File: src/hw/rtl/rmq_pkg.sv
// Shared widths, codes and stage payload types of the matrix-to-quaternion pipeline.
`timescale 1ns / 1ps
package rmq_pkg;

  localparam int FRAC_BITS = 14;
  localparam int MW        = 16;                        // matrix entry and result width
  localparam int TW        = MW + 2;                    // trace width
  localparam int AW        = MW + 4;                    // square-root argument width (signed)
  localparam int NUMW      = MW + 1;                    // numerator width (signed)
  localparam int XW        = 2 * ((AW - 1 + FRAC_BITS + 2 + 1) / 2); // radicand width
  localparam int SW        = XW / 2;                    // square root width
  localparam int NW        = NUMW + FRAC_BITS + 1;      // dividend width
  localparam int QW        = NW - FRAC_BITS / 2 - 1;    // quotient width
  localparam int DVW       = SW + QW;                   // shifted divisor width
  localparam int SQ_STAGES = XW / 2;
  localparam int DV_STAGES = QW;

  localparam logic [QW-1:0] QPOS_MAX = QW'((1 << (MW - 1)) - 1);
  localparam logic [QW-1:0] QNEG_MAX = QW'(1 << (MW - 1));

  typedef enum logic [1:0] {
    AX_X = 2'd0,
    AX_Y = 2'd1,
    AX_Z = 2'd2
  } axis_t;

  typedef struct packed {
    logic signed [MW-1:0] m00, m01, m02, m10, m11, m12, m20, m21, m22;
  } mat_t;

  typedef struct packed {
    logic                   bad;
    logic                   trace_br;
    axis_t                  imax;
    logic signed [NUMW-1:0] n0, n1, n2;
  } side_t;

  typedef struct packed {
    logic [XW-1:0] x;
    side_t         side;
  } sqin_t;

  typedef struct packed {
    logic [SW-1:0] s;
    side_t         side;
  } sqout_t;

  typedef struct packed {
    logic [2:0][QW-1:0] q;
    logic [SW-1:0]      s;
    side_t              side;
  } dvout_t;

  typedef struct packed {
    logic signed [MW-1:0] q_scalar, q_x, q_y, q_z;
    logic                 not_rotation;
  } res_t;

endpackage

File: src/hw/rtl/rmq_out.sv
// Output stage: root rounding, sign and saturation, component placement.
`timescale 1ns / 1ps
module rmq_out import rmq_pkg::*; (
  input  logic   clk,
  input  logic   rst_n,
  input  logic   up_valid,
  output logic   up_ready,
  input  dvout_t up_data,
  output logic   dn_valid,
  input  logic   dn_ready,
  output res_t   dn_data
);

  logic v_r;
  res_t res_r, res_nxt;

  function automatic logic signed [MW-1:0] sat_lane(input logic [QW-1:0] q, input logic neg);
    logic signed [MW-1:0] v;
    if (!neg) v = (q > QPOS_MAX) ? MW'(QPOS_MAX) : MW'(q);
    else      v = (q >= QNEG_MAX) ? MW'(QNEG_MAX) : MW'(MW'(0) - q[MW-1:0]);
    return v;
  endfunction

  assign up_ready = !v_r || dn_ready;
  assign dn_valid = v_r;
  assign dn_data  = res_r;

  always_comb begin
    logic [SW:0]          rt;
    logic signed [MW-1:0] root, d0, d1, d2;
    rt   = (SW+1)'(up_data.s) + (SW+1)'(2);
    rt   = rt >> 2;
    root = (rt > (SW+1)'(QPOS_MAX)) ? MW'(QPOS_MAX) : MW'(rt);
    d0   = sat_lane(up_data.q[0], up_data.side.n0[NUMW-1]);
    d1   = sat_lane(up_data.q[1], up_data.side.n1[NUMW-1]);
    d2   = sat_lane(up_data.q[2], up_data.side.n2[NUMW-1]);
    res_nxt.not_rotation = up_data.side.bad;
    if (up_data.side.bad) begin
      res_nxt.q_scalar = '0;
      res_nxt.q_x      = '0;
      res_nxt.q_y      = '0;
      res_nxt.q_z      = '0;
    end else if (up_data.side.trace_br) begin
      res_nxt.q_scalar = root;
      res_nxt.q_x      = d0;
      res_nxt.q_y      = d1;
      res_nxt.q_z      = d2;
    end else begin
      res_nxt.q_scalar = d0;
      unique case (up_data.side.imax)
        AX_Y: begin
          res_nxt.q_x = d2;
          res_nxt.q_y = root;
          res_nxt.q_z = d1;
        end
        AX_Z: begin
          res_nxt.q_x = d1;
          res_nxt.q_y = d2;
          res_nxt.q_z = root;
        end
        default: begin
          res_nxt.q_x = root;
          res_nxt.q_y = d1;
          res_nxt.q_z = d2;
        end
      endcase
    end
  end

  always_ff @(posedge clk) begin
    if (!rst_n) begin
      v_r <= 1'b0;
    end else if (up_ready) begin
      v_r <= up_valid;
    end
  end

  always_ff @(posedge clk) begin
    if (up_ready) res_r <= res_nxt;
  end

endmodule

File: config.mk
export PLATFORM = sky130hd
export DESIGN_NAME = rmq_out
export DESIGN_NICKNAME = d
export VERILOG_FILES = /design/src/hw/rtl/rmq_pkg.sv /design/src/hw/rtl/rmq_out.sv
export SDC_FILE = /design/constraint.sdc
export NUM_CORES = 1
export LEC_CHECK = 0
export ABC_AREA = 1
export ABC_CLOCK_PERIOD_IN_PS = 2200
export BUFFER_PORTS_ARGS = -buffer_cell sky130_fd_sc_hd__buf_4
export CORE_AREA = 2 2 151 94
export DETAILED_ROUTE_END_ITERATION = 6
export DIE_AREA = 0 0 153 96
export PLACE_DENSITY = 0.81
export SLEW_MARGIN = 30
export SYNTH_ARGS = -nofsm -noshare
export SYNTH_HDL_FRONTEND = slang
export SYNTH_SLANG_ARGS = --single-unit
export TNS_END_PERCENT = 10
File: constraint.sdc
create_clock -name clk -period 2.2 [get_ports clk]
set_input_delay 0.22 -clock clk [delete_from_list [all_inputs] [get_ports clk]]
set_output_delay 0.22 -clock clk [all_outputs]
set_load 0.05 [all_outputs]
# Word level (Yosys, flattened, before mapping)
# Cells that the tools add are included.
# word_totals
ff_bits,66
input_bits,149
word_cells,33
# classes
addsub,4
order_cmp,7
n_eq_ne,2
n_mux,12
n_reduce_logical,2
# ops
cell,count
16-bit two-way mux,10
48-bit one-hot mux with 2 select lines,1
"24-bit by 16-bit greater-or-equal comparator with 1-bit output, second input constant",3
"24-bit by 15-bit greater-than comparator with 1-bit output, second input constant",3
64-bit two-way mux,1
"1-bit by 16-bit subtractor with 16-bit output, first input constant",3
"18-bit by 2-bit adder with 19-bit output, second input constant",1
"17-bit by 15-bit greater-than comparator with 1-bit output, second input constant",1
"2-bit by 1-bit equality test with 1-bit output, second input constant",1
"2-bit equality test, second input constant",1
1-bit zero test,1
1-bit logical OR,1

# Logic depth before layout (Yosys ltp)
# logic_depth
ltp_word,5
ltp_mapped,14
depth_no_buf,14

# Worst setup path before layout
# OpenSTA, ideal clock, no wires.
# synth_timing
kind,register to register
start,"reg v_r, in the netlist dn_valid"
end,"reg res_r, in the netlist dn_data[0], enable pin"
arrival_time_ps,2087
required_time_ps,1399
setup_slack_ps,-687
path_stages_with_launch,2
synth_period_minus_slack_ps,2887
path_cell_list,dfxtp_1 > nand2_1
# synth_via
elab_chain_len,2
# synth_rtl
item,line_no,source
"start, declared",rmq_out.sv:14,logic v_r;
"start signal, assigned",rmq_out.sv:74,v_r <= up_valid;
1-bit zero test,rmq_out.sv:24,assign up_ready = !v_r || dn_ready;
1-bit logical OR,rmq_out.sv:24,
named net up_ready,rmq_out.sv:7,"output logic up_ready,"
"end signal, assigned",rmq_out.sv:79,if (up_ready) res_r <= res_nxt;
"end, declared",rmq_out.sv:15,"res_t res_r, res_nxt;"
# The timed path passes the listed nets, and every way through them passes these cells.
# A chain may end at the register's enable or synchronous reset.

# Final worst setup path
# layout_timing
start,in up_data[56] (netlist name)
end,"reg res_r, in the netlist dn_data[3], data pin"
# layout_via
elab_chain_len,5
# layout_rtl
item,line_no,source
"start, declared",rmq_out.sv:8,"input dvout_t up_data,"
18-bit by 2-bit adder with 19-bit output (*),rmq_out.sv:31,rt = (SW+1)'(up_data.s) + (SW+1)'(2);
17-bit by 15-bit greater-than comparator with 1-bit output,rmq_out.sv:33,root = (rt > (SW+1)'(QPOS_MAX)) ? MW'(QPOS_MAX) : MW'(rt);
16-bit two-way mux (*),rmq_out.sv:33,
48-bit one-hot mux with 2 select lines (*),rmq_out.sv:50,unique case (up_data.side.imax)
64-bit two-way mux (*),rmq_out.sv:43,end else if (up_data.side.trace_br) begin
# Every way passes the cells marked *; elsewhere a longest branch is shown, timed or not.

==> metrics.yaml <==
gr-total-overflow: 0
routed_wl_um: 20400
grt_antenna_before_repair: 0
ioPinCount: 216
power_switching_w: 0.00163
arrival_ns: 1.98
htreeDepth: 3
synth_top_cell_area_share_pct: 32.5
status: "complete, no violations"
synthArstFlopShare_pct: 0
grt_use_total_pct: 27.5
intPower_w: 0.00301
p_clk_share_pct: 33.0
hold_path_depth: 2
max-cap-violations: 0
die_h_um: 96
cts_tree: "done"
drc: 0
cts.sinks: 66
hpwl_um: 16100
worstHoldPathType: "input port to register"
ff2ff_path_depth: 2
die_w_um: 153
drtIter0Drc: 892
portBuffers: 166
yosysUniqueCellTypes: 35
hold_viol: 0
drive_gt1_share_pct: 20.6
root_buffer: "clkbuf_16"
initial_utilization_pct: 45.0
vias: 7012
worstPathMaxFanout: 7
ys_top_cells_by_count: "nand2_1 (288), nor2_1 (123), nand3_1 (120)"
ys_seq_elements: 66
grt_max_degree: 55
post_cts_buffers: 0
peakVddDrop_mv: 0.474
post-route-util_pct: 59.0
p_comb_share_pct: 32.8
skew_ns: 0.00376
power.density_nw_per_um2: 590
clk_path_buf_depth: 2
synth.most_common_cell: "nand2_1"
die-area_um2: 14700
yosysWarnings: 0
post-route-min-period_ns: 1.89
via_per_inst: 5.38
critPathCaptureType: "register"
worst_setup_path_start_kind: "input port"
grt_pass1_vias: 5982
drv_slew: 0
cts-hold-fix-buffers: 0
fin_setup_tns_ns: 0
cts_resized: 0
rows: 33
diodes: 0
crit_type: "input port to register"
synth_top_area_cell: "edfxtp_1"
cp.required_ns: 2.28
dr.pass1.iters: 6
worstMarginPinSlew_ns: 0.650
synth_edf_count: 65
final.period_utilization_pct: 86.0
core_area_um2: 13300
syn_nets: 1111
postSynthAreaPerCell_um2: 6.28
drtAntennaViolNets: 0
path_clk_slew_ns: 0.06
synthFlopType: "edfxtp_1"
cts_buffers: 9
rsz0062_at_grt: "no"
swShare_pct: 35.1
area_growth_pct: 31.1
setup_viol: 0
synthCells: 956
ys_seq_area_share_pct: 32.9
grt_pass1_wl_um: 31700
power_frac_seq_pct: 34.2
gp_congestion: 1.00
p_leak_nw: 3.89
worstSkewPairLatency_ns: 0.34
nets: 1278
synth_area_um2: 6000
wl_per_cell_um: 15.6
synth.area.top_cells: "edfxtp_1 (33%), nand2_1 (18%), nand3_1 (10%)"
max_slew_margin_pct: 56.6
fmaxAchievable_ghz: 0.529
## registers in the layout, summed over array words and instances (netlist names)
name and count:
dn_data 65, dn_valid 1
## cell families (layout without fill, tap and decap cells)
| group | Yosys count | in the layout | share of synthesized area (%) |
|---|---|---|---|
| AOI/OAI and AO/OA | 143 | 143 | 13.3 |
| xor gates and xnor gates | 11 | 11 | 1.61 |
| adders and majority gates | 6 | 6 | 1.25 |
| buffers and inverters | 154 | 326 | 9.97 |
| DFF | 66 | 66 | 32.9 |
| and+or+nand+nor | 576 | 576 | 41.0 |
## layout make-up
class / count / area [µm²]
clock buffer: 10 / 229
inverter: 118 / 443
multi-input combinational: 736 / 3430
sequential: 66 / 1970
timing repair buffer: 192 / 1480
clock inverter: 6 / 88.8
tap: 175 / 219
fill: 1273 / 5470
## layer usage
| metal | global-route usage (%) | share of wire [%] | wire (µm) |
|---|---|---|---|
| met5 | 0 | 0 | 0 |
| met4 | 2.93 | 0.74 | 150 |
| met3 | 6.48 | 12 | 2380 |
| met2 | 39.8 | 41 | 8390 |
| met1 | 42.5 | 46 | 9440 |
## power groups by stage
stage | clock network, W | logic (W) | registers, W
after floorplan | 0 | 0.000503 | 0.00204
after global routing | 0.00161 | 0.00163 | 0.00159
after CTS | 0.00154 | 0.00151 | 0.00158
after detailed placement | 0 | 0.00150 | 0.00161
final | 0.00153 | 0.00152 | 0.00159
after global placement | 0 | 0.00148 | 0.00161
## worst paths after layout
path              slack [ns]     endpoint         from
setup / recovery        0.31   dn_data[3]  up_data[56]
hold / removal          0.15     dn_valid        rst_n
setup reg to reg        0.83  dn_data[58]     dn_valid
hold reg to reg         1.01  dn_data[53]     dn_valid
## through the flow
step | worst slack, ns | instances | total power (W) | hold WS [ns] | area (µm²)
global route | 0.149 | 1303 | 0.00483 | 0.150 | 7860
CTS | 0.359 | 1303 | 0.00463 | 0.150 | 7860
global placement | 0.0763 | 1287 | 0.00309 | 0.484 | 7540
detailed placement | 0.0473 | 1287 | 0.00310 | 0.498 | 7540
floorplan | 0.125 | 956 | 0.00254 | 0.319 | 6000
finish | 0.308 | 1303 | 0.00464 | 0.150 | 7860
## worst max-delay path, cell delays in order
cell and delay (ns):
buf_4 0.09, ha_1 0.18, nand2_1 0.09, nor2_2 0.16
nand2_2 0.12, o21ai_2 0.16, nand3_2 0.18, inv_2 0.17
nand3_1 0.26, a21oi_1 0.27, nor2_1 0.08
## layout by cell type (no fill, tap or decap), drive strengths merged, types with 4 or more instances in the layout
cell type,count
nor3,5
inv,118
edfxtp,65
a22o,7
clkbuf,10
o21ai,76
o21a,9
xor2,10
buf,192
nand3,121
o21bai,4
a21oi,39
o211ai,4
nand4,15
ha,6
nor2,136
nand2,293
(Power assumes the default switching activity.)
