<file path="src/hw/rtl/rmq_pkg.sv">
// Shared widths, codes and stage payload types of the matrix-to-quaternion pipeline.
`timescale 1ns / 1ps
package rmq_pkg;

  localparam int FRAC_BITS = 14;
  localparam int MW        = 16;                        // matrix entry and result width
  localparam int TW        = MW + 2;                    // trace width
  localparam int AW        = MW + 4;                    // square-root argument width (signed)
  localparam int NUMW      = MW + 1;                    // numerator width (signed)
  localparam int XW        = 2 * ((AW - 1 + FRAC_BITS + 2 + 1) / 2); // radicand width
  localparam int SW        = XW / 2;                    // square root width
  localparam int NW        = NUMW + FRAC_BITS + 1;      // dividend width
  localparam int QW        = NW - FRAC_BITS / 2 - 1;    // quotient width
  localparam int DVW       = SW + QW;                   // shifted divisor width
  localparam int SQ_STAGES = XW / 2;
  localparam int DV_STAGES = QW;

  localparam logic [QW-1:0] QPOS_MAX = QW'((1 << (MW - 1)) - 1);
  localparam logic [QW-1:0] QNEG_MAX = QW'(1 << (MW - 1));

  typedef enum logic [1:0] {
    AX_X = 2'd0,
    AX_Y = 2'd1,
    AX_Z = 2'd2
  } axis_t;

  typedef struct packed {
    logic signed [MW-1:0] m00, m01, m02, m10, m11, m12, m20, m21, m22;
  } mat_t;

  typedef struct packed {
    logic                   bad;
    logic                   trace_br;
    axis_t                  imax;
    logic signed [NUMW-1:0] n0, n1, n2;
  } side_t;

  typedef struct packed {
    logic [XW-1:0] x;
    side_t         side;
  } sqin_t;

  typedef struct packed {
    logic [SW-1:0] s;
    side_t         side;
  } sqout_t;

  typedef struct packed {
    logic [2:0][QW-1:0] q;
    logic [SW-1:0]      s;
    side_t              side;
  } dvout_t;

  typedef struct packed {
    logic signed [MW-1:0] q_scalar, q_x, q_y, q_z;
    logic                 not_rotation;
  } res_t;

endpackage

</file>
<file path="src/hw/rtl/rmq_sqrt.sv">
// Pipelined restoring integer square root, one result bit per stage.
`timescale 1ns / 1ps
module rmq_sqrt import rmq_pkg::*; (
  input  logic   clk,
  input  logic   rst_n,
  input  logic   up_valid,
  output logic   up_ready,
  input  sqin_t  up_data,
  output logic   dn_valid,
  input  logic   dn_ready,
  output sqout_t dn_data
);

  typedef struct packed {
    logic [XW-1:0] x;
    logic [XW-1:0] r;
    side_t         side;
  } sq_t;

  logic [SQ_STAGES-1:0] v_r;
  logic [SQ_STAGES-1:0] en;
  sq_t                  st_r   [SQ_STAGES];
  sq_t                  st_nxt [SQ_STAGES];
  sq_t                  st_in  [SQ_STAGES];

  function automatic sq_t sq_step(input sq_t a, input int i);
    sq_t           o;
    logic [XW-1:0] b;
    logic [XW-1:0] t;
    o = a;
    b = XW'(1) << (XW - 2 - 2 * i);
    t = a.r + b;
    if (a.x >= t) begin
      o.x = a.x - t;
      o.r = (a.r >> 1) + b;
    end else begin
      o.r = a.r >> 1;
    end
    return o;
  endfunction

  always_comb begin
    en[SQ_STAGES-1] = !v_r[SQ_STAGES-1] || dn_ready;
    for (int i = SQ_STAGES - 2; i >= 0; i--) en[i] = !v_r[i] || en[i+1];
  end

  assign up_ready     = en[0];
  assign dn_valid     = v_r[SQ_STAGES-1];
  assign dn_data.s    = st_r[SQ_STAGES-1].r[SW-1:0];
  assign dn_data.side = st_r[SQ_STAGES-1].side;

  always_comb begin
    st_in[0].x    = up_data.x;
    st_in[0].r    = '0;
    st_in[0].side = up_data.side;
    for (int i = 1; i < SQ_STAGES; i++) st_in[i] = st_r[i-1];
    for (int i = 0; i < SQ_STAGES; i++) st_nxt[i] = sq_step(st_in[i], i);
  end

  always_ff @(posedge clk) begin
    if (!rst_n) begin
      v_r <= '0;
    end else begin
      if (en[0]) v_r[0] <= up_valid;
      for (int i = 1; i < SQ_STAGES; i++) if (en[i]) v_r[i] <= v_r[i-1];
    end
  end

  always_ff @(posedge clk) begin
    for (int i = 0; i < SQ_STAGES; i++) if (en[i]) st_r[i] <= st_nxt[i];
  end

endmodule

</file>
<file path="config.mk">
export PLATFORM = sky130hd
export DESIGN_NAME = rmq_sqrt
export DESIGN_NICKNAME = d
export VERILOG_FILES = /design/src/hw/rtl/rmq_pkg.sv /design/src/hw/rtl/rmq_sqrt.sv
export SDC_FILE = /design/constraint.sdc
export NUM_CORES = 2
export LEC_CHECK = 0
export BUFFER_PORTS_ARGS = -buffer_cell sky130_fd_sc_hd__buf_4
export CORE_MARGIN = 2
export CORE_UTILIZATION = 34
export DETAILED_ROUTE_END_ITERATION = 10
export MAX_ROUTING_LAYER = met4
export SLEW_MARGIN = 30
export SYNTH_ARGS = -nofsm -noshare
export SYNTH_HDL_FRONTEND = slang
export SYNTH_SLANG_ARGS = --single-unit
</file>
<file path="constraint.sdc">
create_clock -name clk -period 19.8 [get_ports clk]
set_input_delay 2.97 -clock clk [delete_from_list [all_inputs] [get_ports clk]]
set_output_delay 2.97 -clock clk [all_outputs]
set_load 0.02 [all_outputs]
</file>
Yosys cells after proc, flatten, opt, wreduce, memory -nomap -nowiden
Memories as Yosys holds them, arrays and structs flattened.
Index checks and enable logic that the tools add are counted.
{ "totals": {"ff_bits": 18, "ramBits": 2286, "inputBits": 95, "output_inout_bits": 75, "elab_cells": 197, "n_memories": 1} }
{ "mem_list": {"columns": ["name", "words", "word_bits", "read_ports", "rd_ports_with_merged_regs", "write_ports", "line_no", "rtl"], "rows": [
  ["st_r", 18, 127, 18, 0, 18, "rmq_sqrt.sv:22", "sq_t st_r [SQ_STAGES];"]
]} }
{ "classes": {"n_addsub": 52, "order_cmp": 18, "mux": 72, "n_reduce_logical": 36} }
{ "op_table": {"columns": ["cell", "count"], "rows": [
  ["$mux 36", 35],
  ["$ge 36x36->1", 17],
  ["$sub 36x36->36", 17],
  ["$add 35x1->36 const B", 1],
  ["$add 35x11->36 const B", 1],
  ["$add 35x13->36 const B", 1],
  ["$add 35x15->36 const B", 1],
  ["$add 35x17->36 const B", 1],
  ["$add 35x19->36 const B", 1],
  ["$add 35x21->36 const B", 1],
  ["$add 35x23->36 const B", 1],
  ["$add 35x25->36 const B", 1],
  ["$add 35x27->36 const B", 1],
  ["$add 35x29->36 const B", 1],
  ["$add 35x3->36 const B", 1],
  ["$add 35x31->36 const B", 1],
  ["$add 35x33->36 const B", 1],
  ["$add 35x5->36 const B", 1],
  ["$add 35x7->36 const B", 1],
  ["$add 35x9->36 const B", 1],
  ["$add 36x1->36 const B", 1],
  ["$add 36x11->36 const B", 1],
  ["$add 36x13->36 const B", 1],
  ["$add 36x15->36 const B", 1],
  ["19 further kinds", 88]
]} }

Logic depth before layout (Yosys ltp)
{ "logic_depth": {"ltp_word": 21, "mapped_depth": 13} }

Worst setup path before layout
OpenSTA, ideal clock, no wires.
{ "synth_timing": {"kind": "input port to output port", "startpoint": "input dn_ready", "endpoint": "output up_ready", "arrival_time_ns": 7.679, "required_ns": 16.830, "setup_slack_ns": 9.151, "path_stages": 8, "path_buffers": 0, "path_cell_list": "nor2b_1 inv_1 nor2_1 and2_1 and4_1 and3_1 and2_1 nand2_1"} }
{ "synth_via": {"elab_chain_cells": 18} }
{ "synth_lines": {"columns": ["element", "line_no", "rtl"], "rows": [
  ["start, declared", "rmq_sqrt.sv:10", "input logic dn_ready,"],
  ["$logic_or 1x1->1", "rmq_sqrt.sv:43", "en[SQ_STAGES-1] = !v_r[SQ_STAGES-1] || dn_ready;"],
  ["net en[17]", "rmq_sqrt.sv:21", "logic [SQ_STAGES-1:0] en;"],
  ["$logic_or 1x1->1 (17 in a row)", "rmq_sqrt.sv:44", "for (int i = SQ_STAGES - 2; i >= 0; i--) en[i] = !v_r[i] || en[i+1];"],
  ["end, declared", "rmq_sqrt.sv:7", "output logic up_ready,"]
]} }
The timed path passes the listed nets, and every way through them passes these cells.

Final worst setup path
Same ends and word-level chain as after synthesis.

==> flow_summary.yaml <==
outcome:
  status: "complete, no violations"
synth:
  synth_nets: 4140
  synth_cells: 3860
  seq_area_frac_synth: 0.799
  yosys.area_share.simple: 0.0619
  synth_ff_type: "edfxtp_1"
  yosys.area_share.adder: 0.0345
  synth_compound_area_frac: 0.0503
  synth_top_family_by_area: "simple AND/OR/NAND/NOR gates"
  async_flop_share: 0
  synth_edf_count: 1773
  syn-cell-area_um2: 67000
  synthMuxAreaShare: 0.00588
  yosys_warnings: 0
  syn_area_per_cell_um2: 17.4
  synth_cell_type_count: 87
  synthXorXnorAreaFrac: 0.0320
  synth-seq-cells: 1791
placed_design:
  place.gp.congestion: 0.877
  place_area_um2: 71700
  port_buffers: 169
  dp_cells: 6640
  dp_hpwl_um: 78000
setup_path:
  worstSetupPathType: "input pin to output pin"
  setup.worst_path.end_class: "output pin"
  crit_chain: "buf_4 > nor2b_1 > clkinv_2 > nor2_1 > and2_1 > and4_1 > and3_1 > and2_1 > nand2_4 > buf_4"
  path_max_fanout: 11
  cp-start-kind: "input pin"
  max_stage_delay_ns: 0.39
  crit_required_ns: 16.83
  critPathArrivalTime_ns: 5.73
  cp_slowest_cell: "and4_1"
  r2r_slack_ns: 15.88
  cp_top_family: "simple AND/OR/NAND/NOR gates"
  path_buf_inv: 3
floorplanning:
  fp.dieArea_um2: 201000
  dieWidth_um: 448
  die_height_um: 448
  core-area_um2: 195000
  start_util: 0.343
  io_pins: 170
  num_rows: 162
timing:
  period_share: 0.440
  rsz0062_at_grt: "no"
  slew_headroom: 0.372
  period_needed_ns: 8.70
  worstMarginPinSlew_ns: 0.942
  skew_ns: 0.0306
  fmax_mhz: 115
  hold_violations: 0
  drv_slew: 0
  tns_ns: 0
  setup_viol: 0
finish:
  area_delta_synth_final_pct: 15.0
  nNetsFinal: 4469
  diodes: 0
  drive_gt1_frac: 0.116
  final_cell_mix: "edfxtp_1 (1773), inv_1 (223), buf_4 (189)"
  final_cells: 6952
  final_common_cell: "edfxtp_1"
  nFillCells: 17737
  design_area_um2: 77100
routing:
  drt_iter0_drc: 2034
  routed-via-count: 31238
  firstDrtPassIters: 5
  post_drt_wl_per_cell_um: 15.7
  drtAntennaViolNets: 0
  drt-total-wl_um: 109000
  viasPerCell: 4.49
  drc_errors: 0
global_routing:
  grtUsageTotal: 0.113
  grt_overflow: 0
  grt_pass1_wl_um: 174000
  grt_pass1_vias: 31803
  antenna_found_initial: 1
  grt_max_degree: 96
clock_tree:
  cts_buffers: 169
  clock-sinks: 1791
  cts-root-buf: "clkbuf_16"
  postCtsSetupBuffers: 0
  cts_tree: "done"
  insertion_delay_ns: 0.79
  htree_num_levels: 4
  clk_pin_slew_worst_paths_ns: 0.06
  post_cts_resized: 0
  cts_hold_buf: 0
  clock_path_buffers: 3
min_path:
  hold_class: "register to register"
power:
  power_density_nw_per_um2: 125
  p_leak_nw: 29.1
  ir_worst_vdd_mv: 0.0786
flow_run:
  max_cap_viol_count: 0
-- worst reg2reg max path: stages, from the launching register on --
cell and delay [ns]:
edfxtp_1 0.52, or4_1 0.59, or4_1 0.49, nor4_2 0.46
nand4_1 0.19, a21oi_2 0.54, buf_4 0.39, or4_1 0.25
nor3_1 0.08, xor2_1 0.15
-- registers in the layout (all words and copies together) (netlist names) --
| signal | count |
|---|---|
| st_r | 1773 |
| v_r | 18 |
-- cells in the mapped netlist (all sizes together) (5+ instances only) --
library cell | count | area [um2]
edfxtp | 1773 | 53200
inv | 236 | 886
ha | 185 | 2310
nand2 | 183 | 689
a21oi | 165 | 830
nor2 | 159 | 597
o21ai | 153 | 766
xor2 | 135 | 1180
xnor2 | 110 | 963
nor3 | 78 | 412
nor4 | 78 | 507
a21o | 50 | 375
nand2b | 49 | 307
o21a | 42 | 315
nand4 | 40 | 250
nor2b | 37 | 231
or3 | 33 | 206
mux2 | 27 | 304
nand3 | 27 | 135
or4 | 27 | 210
clkbuf | 22 | 82.6
o31ai | 20 | 150
dfxtp | 18 | 360
buf | 17 | 97.6
nor4b | 16 | 140
a211oi | 15 | 118
o21bai | 15 | 113
and3 | 13 | 81.3
and2 | 11 | 68.8
mux2i | 9 | 90.1
nor3b | 9 | 72.6
o211ai | 8 | 60.1
or2 | 8 | 50.1
a211o | 7 | 61.3
o41ai | 7 | 68.8
a2111oi | 6 | 78.8
a31oi | 6 | 37.5
o31a | 6 | 52.6
a21boi | 5 | 37.5
a31o | 5 | 43.8
nand3b | 5 | 37.5
nand4b | 5 | 43.8
-- through the flow --
stage,util,worst slack [ns],power (W),hold WS (ns)
after floorplan,-,9.15,0.00615,0.400
after global placement,0.367,11.05,0.00659,0.402
after detailed placement,0.367,11.02,0.00663,0.405
after CTS,0.394,11.00,0.00974,0.406
after global routing,0.394,10.85,0.0101,0.405
final,0.394,11.10,0.00962,0.405
-- cells by family (layout without fill, tap and decap cells) --
| kind of cell | Yosys count | count (layout) |
|---|---|---|
| AO/OA/AOI/OAI | 538 | 538 |
| adder cells (fa/ha/maj) | 185 | 185 |
| XOR/XNOR | 245 | 245 |
| multiplexers | 36 | 36 |
| AND/OR/NAND/NOR | 790 | 790 |
| flip-flops | 1791 | 1791 |
| buffers and inverters | 275 | 743 |
-- path summary, 6_finish.rpt --
path                                 from                       to  depth (start not counted)
hold reg to reg     st_r[8][50]$_DFFE_PP_    st_r[9][50]$_DFFE_PP_                          0
hold / removal      st_r[8][50]$_DFFE_PP_    st_r[9][50]$_DFFE_PP_                          0
setup / recovery                 dn_ready                 up_ready                         10
setup reg to reg  st_r[15][111]$_DFFE_PP_  st_r[16][120]$_DFFE_PP_                          9
-- report_power, final --
group | switching, W | leakage (nW) | total (W) | internal (W)
sequential | 0.000310 | 18.6 | 0.00510 | 0.00479
clock | 0.00133 | 2.58 | 0.00308 | 0.00175
combinational | 0.000801 | 7.91 | 0.00144 | 0.000640
total | 0.00244 | 29.1 | 0.00962 | 0.00718
-- per-layer routing --
layer	global-route usage	wire (um)	vias up
li1	-	-	15443
met1	0.135	47100	15087
met2	0.189	55500	492
met3	0.0200	3670	216
met4	0.0423	3180	0
met5	-	0	-
-- layout make-up --
class	count	area, um2	share of cell area
clock buffer	220	4490	0.0583
multi-input combinational	1794	12400	0.161
clock inverter	90	831	0.0108
inverter	236	905	0.0117
tap	2624	3280	0.0426
timing repair buffer	197	1530	0.0198
sequential	1791	53600	0.695
No activity file was read; power rests on OpenSTA's default activity.
