[src/hw/rtl/rmq_pkg.sv]
// Shared widths, codes and stage payload types of the matrix-to-quaternion pipeline.
`timescale 1ns / 1ps
package rmq_pkg;

  localparam int FRAC_BITS = 14;
  localparam int MW        = 16;                        // matrix entry and result width
  localparam int TW        = MW + 2;                    // trace width
  localparam int AW        = MW + 4;                    // square-root argument width (signed)
  localparam int NUMW      = MW + 1;                    // numerator width (signed)
  localparam int XW        = 2 * ((AW - 1 + FRAC_BITS + 2 + 1) / 2); // radicand width
  localparam int SW        = XW / 2;                    // square root width
  localparam int NW        = NUMW + FRAC_BITS + 1;      // dividend width
  localparam int QW        = NW - FRAC_BITS / 2 - 1;    // quotient width
  localparam int DVW       = SW + QW;                   // shifted divisor width
  localparam int SQ_STAGES = XW / 2;
  localparam int DV_STAGES = QW;

  localparam logic [QW-1:0] QPOS_MAX = QW'((1 << (MW - 1)) - 1);
  localparam logic [QW-1:0] QNEG_MAX = QW'(1 << (MW - 1));

  typedef enum logic [1:0] {
    AX_X = 2'd0,
    AX_Y = 2'd1,
    AX_Z = 2'd2
  } axis_t;

  typedef struct packed {
    logic signed [MW-1:0] m00, m01, m02, m10, m11, m12, m20, m21, m22;
  } mat_t;

  typedef struct packed {
    logic                   bad;
    logic                   trace_br;
    axis_t                  imax;
    logic signed [NUMW-1:0] n0, n1, n2;
  } side_t;

  typedef struct packed {
    logic [XW-1:0] x;
    side_t         side;
  } sqin_t;

  typedef struct packed {
    logic [SW-1:0] s;
    side_t         side;
  } sqout_t;

  typedef struct packed {
    logic [2:0][QW-1:0] q;
    logic [SW-1:0]      s;
    side_t              side;
  } dvout_t;

  typedef struct packed {
    logic signed [MW-1:0] q_scalar, q_x, q_y, q_z;
    logic                 not_rotation;
  } res_t;

endpackage

[src/hw/rtl/rmq_front.sv]
// Front stages: trace, largest diagonal, branch choice, radicand and numerators.
`timescale 1ns / 1ps
module rmq_front import rmq_pkg::*; (
  input  logic   clk,
  input  logic   rst_n,
  input  logic   up_valid,
  output logic   up_ready,
  input  mat_t   up_data,
  output logic   dn_valid,
  input  logic   dn_ready,
  output sqin_t  dn_data
);

  typedef struct packed {
    mat_t                 m;
    logic signed [TW-1:0] t;
    axis_t                imax;
    logic signed [MW-1:0] dmax;
  } f1_t;

  logic [1:0] v_r;
  logic [1:0] en;
  f1_t        f1_r, f1_nxt;
  sqin_t      f2_r, f2_nxt;

  assign en[1]    = !v_r[1] || dn_ready;
  assign en[0]    = !v_r[0] || en[1];
  assign up_ready = en[0];
  assign dn_valid = v_r[1];
  assign dn_data  = f2_r;

  // trace and largest diagonal, lowest index wins ties
  always_comb begin
    f1_nxt.m    = up_data;
    f1_nxt.t    = TW'(up_data.m00) + TW'(up_data.m11) + TW'(up_data.m22);
    f1_nxt.imax = AX_X;
    f1_nxt.dmax = up_data.m00;
    if (up_data.m11 > up_data.m00) begin
      f1_nxt.imax = AX_Y;
      f1_nxt.dmax = up_data.m11;
    end
    if (up_data.m22 > f1_nxt.dmax) begin
      f1_nxt.imax = AX_Z;
      f1_nxt.dmax = up_data.m22;
    end
  end

  // branch, argument and the three numerators
  always_comb begin
    logic signed [AW-1:0] a;
    logic signed [AW-1:0] one;
    logic                 tb;
    one = AW'(1) <<< FRAC_BITS;
    tb  = TW'(f1_r.dmax) < f1_r.t;
    a   = tb ? (one + AW'(f1_r.t))
             : ((AW'(f1_r.dmax) <<< 1) + one - AW'(f1_r.t));
    f2_nxt.side.bad      = (a <= 0);
    f2_nxt.side.trace_br = tb;
    f2_nxt.side.imax     = f1_r.imax;
    f2_nxt.x             = XW'(unsigned'(a[AW-2:0])) << (FRAC_BITS + 2);
    if (tb) begin
      f2_nxt.side.n0 = NUMW'(f1_r.m.m21) - NUMW'(f1_r.m.m12);
      f2_nxt.side.n1 = NUMW'(f1_r.m.m02) - NUMW'(f1_r.m.m20);
      f2_nxt.side.n2 = NUMW'(f1_r.m.m10) - NUMW'(f1_r.m.m01);
    end else begin
      unique case (f1_r.imax)
        AX_Y: begin
          f2_nxt.side.n0 = NUMW'(f1_r.m.m02) - NUMW'(f1_r.m.m20);
          f2_nxt.side.n1 = NUMW'(f1_r.m.m21) + NUMW'(f1_r.m.m12);
          f2_nxt.side.n2 = NUMW'(f1_r.m.m01) + NUMW'(f1_r.m.m10);
        end
        AX_Z: begin
          f2_nxt.side.n0 = NUMW'(f1_r.m.m10) - NUMW'(f1_r.m.m01);
          f2_nxt.side.n1 = NUMW'(f1_r.m.m02) + NUMW'(f1_r.m.m20);
          f2_nxt.side.n2 = NUMW'(f1_r.m.m12) + NUMW'(f1_r.m.m21);
        end
        default: begin
          f2_nxt.side.n0 = NUMW'(f1_r.m.m21) - NUMW'(f1_r.m.m12);
          f2_nxt.side.n1 = NUMW'(f1_r.m.m10) + NUMW'(f1_r.m.m01);
          f2_nxt.side.n2 = NUMW'(f1_r.m.m20) + NUMW'(f1_r.m.m02);
        end
      endcase
    end
  end

  always_ff @(posedge clk) begin
    if (!rst_n) begin
      v_r <= '0;
    end else begin
      if (en[0]) v_r[0] <= up_valid;
      if (en[1]) v_r[1] <= v_r[0];
    end
  end

  always_ff @(posedge clk) begin
    if (en[0]) f1_r <= f1_nxt;
    if (en[1]) f2_r <= f2_nxt;
  end

endmodule

[config.mk]
export PLATFORM = sky130hd
export DESIGN_NAME = rmq_front
export DESIGN_NICKNAME = d
export VERILOG_FILES = /design/src/hw/rtl/rmq_pkg.sv /design/src/hw/rtl/rmq_front.sv
export SDC_FILE = /design/constraint.sdc
export NUM_CORES = 1
export LEC_CHECK = 0
export BUFFER_PORTS_ARGS = -buffer_cell sky130_fd_sc_hd__buf_2
export CORE_MARGIN = 5
export CORE_UTILIZATION = 40
export DETAILED_ROUTE_END_ITERATION = 7
export PLACE_DENSITY_LB_ADDON = 0.25
export SETUP_SLACK_MARGIN = 0.15
export SYNTH_ARGS = -nofsm -noshare
export SYNTH_HDL_FRONTEND = slang
export SYNTH_SLANG_ARGS = --single-unit
[constraint.sdc]
create_clock -name clk -period 7.6 [get_ports clk]
set_clock_uncertainty 0.2 [all_clocks]
set_input_delay 1.14 -clock clk [delete_from_list [all_inputs] [get_ports clk]]
set_output_delay 1.14 -clock clk [all_outputs]
set_load 0.01 [all_outputs]
# After elaboration in Yosys (flattened, before gate mapping)
# Index checks and enable logic that the tools add are counted.
[word_totals] reg_bits=208 input_bits=148 out_inout_bits=93 elab_cells=44
[op_classes] addsub=11 order_cmp=4 eq_ne=2 n_mux=5 reduce_logical=4
[ops] cell="$pmux W51 S2" n=1
[ops] cell="$add A16 B16 Y17" n=4
[ops] cell="$mux W51" n=1
[ops] cell="$sub A16 B16 Y17" n=3
[ops] cell="$gt A16 B16 Y1" n=2
[ops] cell="$le A20 B1 Y1 const B" n=1
[ops] cell="$mux W20" n=1
[ops] cell="$add A16 B18 Y19 const A" n=1
[ops] cell="$sub A18 B18 Y19" n=1
[ops] cell="$add A17 B16 Y18" n=1
[ops] cell="$add A17 B16 Y18 const B" n=1
[ops] cell="$lt A16 B18 Y1" n=1
[ops] cell="$mux W17" n=1
[ops] cell="$mux W16" n=1
[ops] cell="$eq A2 B1 Y1 const B" n=1
[ops] cell="$eq A2 B2 Y1 const B" n=1
[ops] cell="$logic_not A1 Y1" n=2
[ops] cell="$logic_or A1 B1 Y1" n=2

# Longest topological paths before layout
# Gate-level depths: netlist of the first run.
[logic_depth] ltp_word=4 mapped_depth=23 mapped_depth_nobuf=21

# Worst setup path after synthesis of the first run
# OpenSTA, ideal clock, no wires.
[synth_path] path_kind="input-to-reg" startpoint="input up_data[129] (netlist name)" endpoint="register f1_r[12] (netlist name) (data pin)" setup_time_ns=0.268 arrival_time_ns=5.006 slack_ns=2.126 stages=22 path_cell_list="inv_1 ha_1 nor2b_1 o21a_1 o21a_1 o21ai_0 nand2b_1 a31oi_1 mux2i_1 buf_2 o21ai_0 and2_1 ha_1 nor2b_1 o21a_1 o21a_1 o21a_1 o21a_1 o21a_1 o21ai_1 clkbuf_1 a31oi_1"
[synth_rtl] item="start, declared" line="rmq_front.sv:8" source="input mat_t up_data,"
[synth_rtl] item="end signal, assigned" line="rmq_front.sv:96" source="if (en[0]) f1_r <= f1_nxt;"
[synth_rtl] item="end, declared" line="rmq_front.sv:23" source="f1_t f1_r, f1_nxt;"

==> impl_results.md, run 1 <==
* DRC errors left at 0
* Outcome: completed
* Post-route setup slack at 1.73 ns
* Setup_tns at 0 ns
* Fillers at 3,765
* Resize count post-CTS at 0
* Rows at 73
* Area added between synthesis and finish at 15.2%
* DIE AREA at 44,300 sq um
* Clk network pwr share at 20.3%
* Final Setup Violations at 0
* Fmax at 170 MHz
* Synth unique cells at 85
* Period utilization at 77.3%
* Wire per inst at about 18 um
* TritonCTS Buffers at 26
* Internal power at between 3 and 4 mW
* Asr flop ratio synth at 0%
* FF+latch area at 6230 sq um
* Sw Share at 40.3%
* CTS root buffer: clkbuf_16
* Setup WS pre-CTS at around 1.2 ns
* Via/cell ratio at about 5.4
* P per Cell Area at 347 nW/um^2
* Synth Warn # at 0
* TritonCTS clock tree: done
* Initial antenna violation count at 2
* Worst hold slack at 0.364 ns
* Worst EP required at 7.67 ns
* Placed Area at 17,600 sq um
* Vias at 12,700
* Clock Latency Late Sink at 0.54 ns
* Overflow after GRT at 0
* Net Sw Power at 2.59 mW
* Final #Nets at 2,174
* Max-slew headroom at 40.9%
* IO Pins at 241
* Vias in the first global route at 13,100
* Top FF cell, synth: edfxtp_1
* Worst setup EP type: register
* Largest net degree at the start of global routing at 65
* Synth top area share at 38.5%
* Antenna-violating nets left at 0
* 1st-iter DRT viols at 734
* Multi-input gate area at 8930 sq um
* Die height at roughly 210 um
* Register bit count reported by yosys at 208
* Core area at 39,700 sq um
* Arrival time worst endpoint at 5.94 ns
* Cell with the most instances after synthesis: edfxtp_1
* Starting density of the core at 40.4%
* Register share of total power at between 20 and 30%
* Slew at the pin closest to its max-slew limit at 0.883 ns
* First-pass GRT wire length at 67,700 um
* Die Width at 210 um
* CP Max Fanout at 17
* Avg Cell Area, Syn at 9.99 sq um
* Syn Inst Count at 1,608
* Post-synth EDFFs at around 210
* Dpl hpwl at 34,500 um
* Hold buffers post-CTS at 0
* Synth top cells by count: edfxtp_1, ha_1, inv_1, nor2_1, a21oi_1
* Fin area at 18,500 sq um
* CTS Sinks at about 210
* Combinational Power Share at 50.1%
* Peak VDD IR at 0.000174 V
* Port Buf Inserts at approximately 220
* Share of cells above drive strength 1 at 16.8%
* Largest cells by area after synthesis: edfxtp_1, ha_1, xnor2_1
* Slew Limit Fails at 0
* CP Launch Type: primary input
* RSZ-0062 raised after global routing: false
* GRT Total Usage at a little under a fifth
* Maxcap violations at 0
* CP Class: in -> reg
* Total wire length at around 43,000 um
* Tmin final at 5.87 ns
* Worst-path clk slew at 0.05 ns
* Final total power at 6.43 mW
* H-tree depth at 1
* Post-synthesis cell area at 16,100 sq um
* RD Place Congestion at 0.885
* Setup Fix Bufs, Post-CTS at 0
* LEAKAGE at between 8 and 9 nW
* Sequential share of the synthesized area at 38.8%
* Buffer depth of the longest clock path at 3
* Worst Hold Class: reg -> reg
* Biggest area consumer among synthesized cells: edfxtp_1
* DR pass1 iterations at 5
* Hold Violations, Final at 0
==> cell families (layout without fill, tap and decap cells) <==
logic type / count (synthesis) / count (layout) / synth area share, %
xor+xnor: 104 / 104 / 5.72
flops: 208 / 208 / 38.8
fa+ha+maj: 221 / 221 / 18.4
simple gates: 399 / 399 / 12.2
other cells: 1 / 18 / 0.0233
compound gates: 431 / 431 / 18.2
mux: 9 / 9 / 0.584
buf+inv: 235 / 436 / 6.13
==> area by class of cell <==
cell class | count | share of cell area [%]
clock inverter | 12 | 0.967
inverter | 153 | 3.11
tap | 525 | 3.55
sequential | 208 | 33.6
antenna | 1 | 0.0135
timing repair buffer | 235 | 6.52
multi-input combinational | 1181 | 48.3
clock buffer | 36 | 3.94
==> sequential cells by signal, summed over array words and instances (netlist names) <==
| name | flops |
|---|---|
| f1_r | 132 |
| dn_data | 74 |
| v_r | 2 |
==> stage by stage <==
step | utilization (%) | std cells
floorplan | - | 1624
global placement | 44.3 | 2302
detailed placement | 44.3 | 2302
CTS | 46.6 | 2350
global route | 46.6 | 2350
finish | 46.6 | 2351
==> worst paths after layout <==
kind	from	to	slack, ns	cells past startpoint
min reg2reg	v_r[0]	v_r[1]	0.36	1
max reg2reg	f1_r[19]	dn_data[54]	3.66	13
max	up_data[137]	f1_r[0]	1.73	22
min	v_r[0]	v_r[1]	0.36	1
==> cell usage in the layout (no fill, tap or decap), types with 25 or more instances in the layout <==
master / instances
buf_2: 223
a221oi_1: 26
clkbuf_16: 27
ha_1: 196
inv_1: 149
edfxtp_1: 206
a31oi_1: 29
nand3_1: 41
nor3_1: 48
xnor2_1: 68
xor2_1: 35
o21ai_0: 99
nor2_1: 104
fa_1: 25
nand2_1: 81
a21oi_1: 102
==> power by group through the flow <==
stage	Clock [mW]	Combinational (mW)	Sequential, mW
after floorplan	0	2.14	2.00
after global placement	0	3.14	1.93
after detailed placement	0	3.20	1.93
after CTS	1.34	3.22	1.91
after global routing	1.40	3.58	1.94
final	1.30	3.22	1.91
==> critical path, cell delays in order <==
cell      delay [ns]
buf_2           0.13
inv_1           0.05
ha_1            0.28
a21oi_1         0.14
nor2b_1         0.06
o21ai_0         0.15
a21oi_1         0.10
a211o_1         0.27
a31oi_1         0.24
mux2i_1         0.58
buf_4           0.29
o21ai_0         0.14
and2_1          0.20
ha_1            0.28
a21o_1          0.18
a21o_1          0.18
a21oi_1         0.15
o211ai_1        0.13
o21a_1          0.22
o21ai_2         0.57
buf_4           0.33
a31oi_1         0.11
==> layer usage <==
| layer | vias to the layer above | part of all wire, % | GRT usage (%) |
|---|---|---|---|
| li1 | 6223 | - | - |
| met1 | 6008 | 42 | 23.0 |
| met2 | 369 | 49 | 34.0 |
| met3 | 80 | 5.5 | 3.20 |
| met4 | 4 | 3.2 | 6.37 |
| met5 | - | 0.063 | 0 |
No activity file was read; power rests on OpenSTA's default activity.
==> run 2, diff against run 1 <==
Clock period 7.6 ns to 5.9 ns, I/O delays scaled along.
==> impl_results.md, run 2 (synthesis gave the netlist of run 1 again) <==
* Total wire length at 43,500 um (was 43,100 um)
* Worst hold slack at 0.314 ns (was 0.364 ns)
* Largest net degree at the start of global routing at 56 (was 65)
* Die height at 210 um (unchanged)
* Peak VDD IR at 0.000235 V (was 0.000174 V)
* Register share of total power at 29.7% (was 29.6%)
* RSZ-0062 raised after global routing: false (unchanged)
* DR pass1 iterations at 5 (unchanged)
* Setup WS pre-CTS at 0.537 ns (was 1.16 ns)
* Slew at the pin closest to its max-slew limit at 0.755 ns (was 0.883 ns)
* Max reg flops at 132 (unchanged)
* Dpl hpwl at 35,000 um (was 34,500 um)
* 1st-iter DRT viols at 721 (was 734)
* Core area at 39,700 sq um (unchanged)
* Sw Share at 40.3% (about the same)
* Hold buffers post-CTS at 0 (unchanged)
* P per Cell Area at 446 nW/um^2 (was 347 nW/um^2)
* Internal power at 4.93 mW (was 3.84 mW)
* CP Class: in -> reg (unchanged)
* Cell count of the worst reg-to-reg path at 11 (was 13)
* Worst Hold Class: in -> reg (was reg -> reg)
* Max-slew headroom at 49.7% (was 40.9%)
* Top reg by flops: f1_r (unchanged)
* GRT Total Usage at 19.0% (was 18.9%)
* CP startpoint: up_data[137] (unchanged)
* Most common cell after layout, fill and taps aside: buf_2 (unchanged)
* IO Pins at 241 (unchanged)
* Placed Cells at 2,308 (was 2,302)
* Tmin final at 4.83 ns
* Post-Layout Cell Count at 2,355 (was 2,351)
* Overflow after GRT at 0 (unchanged)
* Hold Crit Start: up_data[22] (was v_r[0])
* First-pass GRT wire length at 67,800 um (was 67,700 um)
* Slew Limit Fails at 0 (unchanged)
* Crit path depth at 22 (unchanged)
* LEAKAGE at 8.17 nW (was 8.15 nW)
* Core Util, Final at 46.7% (was 46.6%)
* CP most frequent cell: o21a_1 (was a21oi_1)
* Wire per inst at 18.5 um (was 18.3 um)
* Fmax at 207 MHz
* RD Place Congestion at 0.894 (was 0.885)
* CTS Sinks at 208 (unchanged)
* Crit-path cells: buf_2, inv_1, ha_1, a21oi_1, nor2b_1, o21ai_0, a21oi_1, a211o_1, a31oi_1, mux2_2, nand3_1, and2_1, ha_1, nor2b_1, o21a_1, o21a_1, o21a_1, o21a_1, o21a_1, o21ai_2, buf_4, a31oi_1 (was buf_2, inv_1, ha_1, a21oi_1, nor2b_1, o21ai_0, a21oi_1, a211o_1, a31oi_1, mux2i_1, buf_4, o21ai_0, and2_1, ha_1, a21o_1, a21o_1, a21oi_1, o211ai_1, o21a_1, o21ai_2, buf_4, a31oi_1)
* Worst path bufs/invs at 3 (was 4)
* Clk network pwr share at 20.1% (was 20.3%)
* Maxcap violations at 0 (unchanged)
* Multi-input gate area at 8930 sq um (unchanged)
* Port Buf Inserts at 223 (unchanged)
* Fillers at 3,711 (was 3,765)
* DIE AREA at 44,300 sq um (unchanged)
* Hold Violations, Final at 0 (unchanged)
* Initial antenna violation count at 4 (was 2)
* Net Sw Power at 3.33 mW (was 2.59 mW)
* Max incr delay on CP at 0.53 ns (was 0.58 ns)
* TritonCTS Buffers at 26 (unchanged)
* ANT cells at 0 (was 1)
* DRC errors left at 0 (unchanged)
* Worst EP required at 5.98 ns (was 7.67 ns)
* Antenna-violating nets left at 0 (unchanged)
* Worst setup EP type: register (unchanged)
* Final Setup Violations at 0 (unchanged)
* Post-route setup slack at 1.07 ns (was 1.73 ns)
* H-tree depth at 1 (unchanged)
* Die Width at 210 um (unchanged)
* CP Max Fanout at 17 (unchanged)
* Combinational Power Share at 50.2% (was 50.1%)
* Most frequent cells in the layout: buf_2, edfxtp_1, ha_1 (unchanged)
* Hold Path Depth at 1 (unchanged)
* FF+latch area at 6230 sq um (unchanged)
* Worst path top cell family by delay: compound AO/OA/AOI/OAI gates (unchanged)
* Vias in the first global route at 13,100 (about the same)
* Buffer depth of the longest clock path at 3 (unchanged)
* Worst-path clk slew at 0.05 ns (about the same)
* Starting density of the core at 40.4% (unchanged)
* Setup_tns at 0 ns (unchanged)
* Final #Nets at 2,180 (was 2,174)
* Vias at 12,700 (about the same)
* TritonCTS clock tree: done (unchanged)
* CTS root buffer: clkbuf_16 (unchanged)
* Outcome: completed (unchanged)
* CP Launch Type: primary input (unchanged)
* Reg2reg start: f1_r[35] (was f1_r[19])
* Resize count post-CTS at 0 (unchanged)
* Via/cell ratio at 5.41 (was 5.40)
* Clock Latency Late Sink at 0.55 ns (was 0.54 ns)
* Rows at 73 (unchanged)
* Area added between synthesis and finish at 15.4% (was 15.2%)
* Period utilization at 81.9%
* Slowest CP cell: mux2_2 (was mux2i_1)
* Setup Fix Bufs, Post-CTS at 0 (unchanged)
* Share of cells above drive strength 1 at 17.2% (was 16.8%)
* Arrival time worst endpoint at 4.91 ns (was 5.94 ns)
run 2: changes by cell type in the layout (fill, tap and decap cells not counted), sizes merged:
cell      delta
buf          +6
clkbuf       -2
clkinvlp     +2
bufinv       -1
clkinv       -1
diode        -1
inv          +1
run 2: path summary, 6_finish.rpt:
check | to | slack [ns]
max reg2reg | dn_data[54] | 1.82
max | f1_r[1] | 1.07
min | f1_r[58] | 0.31
min reg2reg | v_r[1] | 0.36
run 2: power groups by stage:
stage | clock [mW] | sequential [mW] | combinational (mW)
after floorplan | 0 | 2.57 | 2.76
after global placement | 0 | 2.48 | 4.08
after detailed placement | 0 | 2.49 | 4.14
after CTS | 1.71 | 2.47 | 4.17
after global routing | 1.76 | 2.51 | 4.59
final | 1.66 | 2.46 | 4.15
run 2: through the flow:
step / instance area (sq um) / power, mW
global placement: 17600 / 6.57
finish: 18500 / 8.27
global route: 18500 / 8.87
floorplan: 16100 / 5.33
CTS: 18500 / 8.35
detailed placement: 17600 / 6.63
run 2: worst reg2reg max path: cells and delay by family, from the launching register on:
family                   cells  cell delay (ns)
AO/OA/AOI/OAI                3             0.97
adder cells (fa/ha/maj)      1             0.40
buffers and inverters        2             0.67
AND/OR/NAND/NOR              5             1.17
flip-flops                   1             0.47
run 2: area by class of cell:
type | count | area share, %
clock buffer | 34 | 3.95
clock inverter | 13 | 0.904
inverter | 153 | 3.10
multi-input combinational | 1181 | 48.2
sequential | 208 | 33.6
tap | 525 | 3.54
timing repair buffer | 241 | 6.75
run 2: metal layers:
layer	routed length [um]	global-route usage, %
met1	18000	23.1
met2	21200	33.6
met3	2630	3.62
met4	1620	6.84
met5	44	0
==> run 3, diff against run 2 <==
Settings changed: ABC_AREA set to 1.
Clock period 5.9 ns to 4.9 ns, I/O delays scaled along.
==> impl_results.md, run 3 <==
* Outcome: completed (unchanged)
* CTS root buffer: clkbuf_16 (unchanged)
* ANT cells at 0 (unchanged)
* Share of cells above drive strength 1 at 14.2% (was 17.2%)
* Peak VDD IR at 0.000315 V (was 0.000235 V)
* Sequential share of the synthesized area at 36.4% (was 38.8%)
* Total wire length at 50,900 um (was 43,500 um)
* Synth unique cells at 59 (was 85)
* Hold Crit Endpoint: f1_r[64] (was f1_r[58])
* Vias in the first global route at 14,300 (was 13,100)
* Final #Nets at 2,653 (was 2,180)
* Hold Violations, Final at 0 (unchanged)
* First-pass GRT wire length at 79,200 um (was 67,800 um)
* Fmax at 249 MHz
* Synth top cells by count: nand2_1, inv_1, edfxtp_1, ha_1, nand3_1 (was edfxtp_1, ha_1, inv_1, nor2_1, a21oi_1)
* RSZ-0062 raised after global routing: false (unchanged)
* Asr flop ratio synth at 0% (unchanged)
* Register bit count reported by yosys at 208 (unchanged)
* Combinational Power Share at 54.3% (was 50.2%)
* Post-synthesis cell area at 17,100 sq um (was 16,100 sq um)
* Setup Fix Bufs, Post-CTS at 0 (unchanged)
* LEAKAGE at 9.65 nW (was 8.17 nW)
* Reg2reg start: f1_r[15] (was f1_r[35])
* Cell count of the worst reg-to-reg path at 14 (was 11)
* Cell with the most instances after synthesis: nand2_1 (was edfxtp_1)
* Buffer depth of the longest clock path at 3 (unchanged)
* Net Sw Power at 4.88 mW (was 3.33 mW)
* Top FF cell, synth: edfxtp_1 (unchanged)
* Initial antenna violation count at 2 (was 4)
* Die height at 217 um (was 210 um)
* Synth top area share at 36.1% (was 38.5%)
* Overflow after GRT at 0 (unchanged)
* Max reg flops at 132 (unchanged)
* Resize count post-CTS at 0 (unchanged)
* Internal power at 5.80 mW (was 4.93 mW)
* TritonCTS clock tree: done (unchanged)
* Slew at the pin closest to its max-slew limit at 0.948 ns (was 0.755 ns)
* Worst-path clk slew at 0.06 ns (was 0.05 ns)
* Largest cells by area after synthesis: edfxtp_1, ha_1, nand2_1 (was edfxtp_1, ha_1, xnor2_1)
* DRC errors left at 0 (unchanged)
* Period utilization at 82.1%
* Wire per inst at 17.9 um (was 18.5 um)
* CP Class: in -> reg (unchanged)
* Core area at 42,100 sq um (was 39,700 sq um)
* CP Launch Type: primary input (unchanged)
* Hold buffers post-CTS at 0 (unchanged)
* P per Cell Area at 548 nW/um^2 (was 446 nW/um^2)
* Area added between synthesis and finish at 13.8% (was 15.4%)
* H-tree depth at 1 (unchanged)
* CP Max Fanout at 32 (was 17)
* Setup_tns at 0 ns (unchanged)
* Hold Crit Start: up_data[28] (was up_data[22])
* Top reg by flops: f1_r (unchanged)
* Port Buf Inserts at 223 (unchanged)
* Largest net degree at the start of global routing at 60 (was 56)
* Vias at 14,600 (was 12,700)
* Most common cell after layout, fill and taps aside: nand2_1 (was buf_2)
* Via/cell ratio at 5.15 (was 5.41)
* Max-slew headroom at 36.8% (was 49.7%)
* Final Setup Violations at 0 (unchanged)
* DR pass1 iterations at 7 (was 5)
* CP startpoint: up_data[129] (was up_data[137])
* Slew Limit Fails at 0 (unchanged)
* Die Width at 217 um (was 210 um)
* Hold Path Depth at 1 (unchanged)
* Avg Cell Area, Syn at 8.23 sq um (was 9.99 sq um)
* R2R Setup Slk at 1.26 ns (was 1.82 ns)
* GRT Total Usage at 21.0% (was 19.0%)
* Sw Share at 45.7% (was 40.3%)
* DIE AREA at 47,000 sq um (was 44,300 sq um)
* Synth Warn # at 0 (unchanged)
* Tmin final at 4.02 ns
* Worst EP required at 4.98 ns (was 5.98 ns)
* Final total power at 10.7 mW (was 8.27 mW)
* Syn Inst Count at 2,081 (was 1,608)
* Worst setup EP type: register (unchanged)
* Register share of total power at 27.8% (was 29.7%)
* 1st-iter DRT viols at 1,193 (was 721)
* TritonCTS Buffers at 26 (unchanged)
* Reg-to-Reg End: dn_data[38] (was dn_data[54])
* Biggest area consumer among synthesized cells: edfxtp_1 (unchanged)
* Rows at 75 (was 73)
* Arrival time worst endpoint at 4.10 ns (was 4.91 ns)
* Worst Hold Class: in -> reg (unchanged)
* Antenna-violating nets left at 0 (unchanged)
* Maxcap violations at 0 (unchanged)
* Clock Latency Late Sink at 0.55 ns (about the same)
* Dpl hpwl at 41,300 um (was 35,000 um)
* Most frequent cells in the layout: nand2_1, inv_1, buf_2 (was buf_2, edfxtp_1, ha_1)
* Starting density of the core at 40.6% (was 40.4%)
* Fillers at 4,225 (was 3,711)
* CTS Sinks at 208 (unchanged)
* Clk network pwr share at 17.9% (was 20.1%)
* RD Place Congestion at 0.913 (was 0.894)
* Post-synth EDFFs at 206 (unchanged)
* IO Pins at 241 (unchanged)
run 3: changes by cell type in the layout (fill, tap and decap cells not counted), sizes merged, moves of 18 or more:
cell / before / now
inv: 151 / 302
and2: 21 / 1
nor3: 48 / 17
nand2: 82 / 483
nand3: 41 / 162
xor2: 35 / 70
nand2b: 20 / 0
a21oi: 102 / 156
a221oi: 30 / 5
nand4: 11 / 30
nor2: 105 / 123
xnor2: 69 / 14
nor2b: 23 / 0
run 3: through the flow:
step	cells	utilization (%)	setup WS (ns)	instance area (sq um)	hold slack (ns)
floorplan	2097	-	0.959	17200	0.239
global placement	2795	44.2	0.388	18600	0.272
detailed placement	2795	44.2	0.323	18600	0.280
CTS	2842	46.2	0.921	19500	0.136
global route	2842	46.2	0.580	19500	0.137
finish	2842	46.2	0.878	19500	0.165
run 3: cell families (layout without fill, tap and decap cells):
logic type,Yosys count,in the layout,synth area share [%]
buffers and inverters,383,589,9.34
XOR/XNOR,84,84,4.30
adder cells (fa/ha/maj),221,221,17.3
other,1,17,0.0219
AO/OA/AOI/OAI,356,356,11.9
AND/OR/NAND/NOR,828,828,20.8
flip-flops,208,208,36.4
run 3: worst max-delay path by stage:
| stage | cells past startpoint | endpoint |
|---|---|---|
| floorplan | 21 | f1_r[10] |
| global placement | 21 | f1_r[9] |
| detailed placement | 21 | f1_r[11] |
| CTS | 21 | f1_r[11] |
| global route | 21 | f1_r[9] |
| finish | 21 | f1_r[11] |
run 3: power by group through the flow:
stage               logic [mW]  registers (mW)  clock network [mW]
finish                    5.80            2.97                1.91
global route              6.50            3.02                2.04
CTS                       5.78            2.97                1.96
detailed placement        5.74            3.00                   0
global placement          5.71            3.00                   0
floorplan                 3.90            3.09                   0
run 3: final cells by class:
type	count	area [sq um]	share of cell area (%)
multi-input cells	1506	9370	48.1
repair buffers	235	1210	6.19
flip-flops and latches	208	6230	32.0
clock inverters	15	153	0.784
inverters	307	1150	5.92
clock buffers	32	694	3.57
well taps	539	674	3.46
run 3: critical path: stages:
cell and delay, ns:
buf_2 0.10, inv_1 0.05, ha_1 0.28, a21oi_1 0.07, o21ai_0 0.14, nor3b_1 0.28, o21ai_1 0.13, nand3_2 0.18
nand3_4 0.22, nand2_1 0.12, nand2_1 0.09, ha_1 0.30, a21o_1 0.18, nand3_1 0.06, a21oi_1 0.06, nor4_1 0.27
a21o_1 0.16, nand3_1 0.13, inv_1 0.10, buf_4 0.29, o21ai_0 0.15
run 3: metal layers:
metal  wire [um]  track usage [%]  part of all wire, %  up-vias
met1       24400             31.1                   48     6773
li1            -                -                    -     7338
met3        4090             4.86                  8.0       65
met2       21400             31.6                   42      456
met4         928             3.86                  1.8        4
met5          25                0                0.049        -
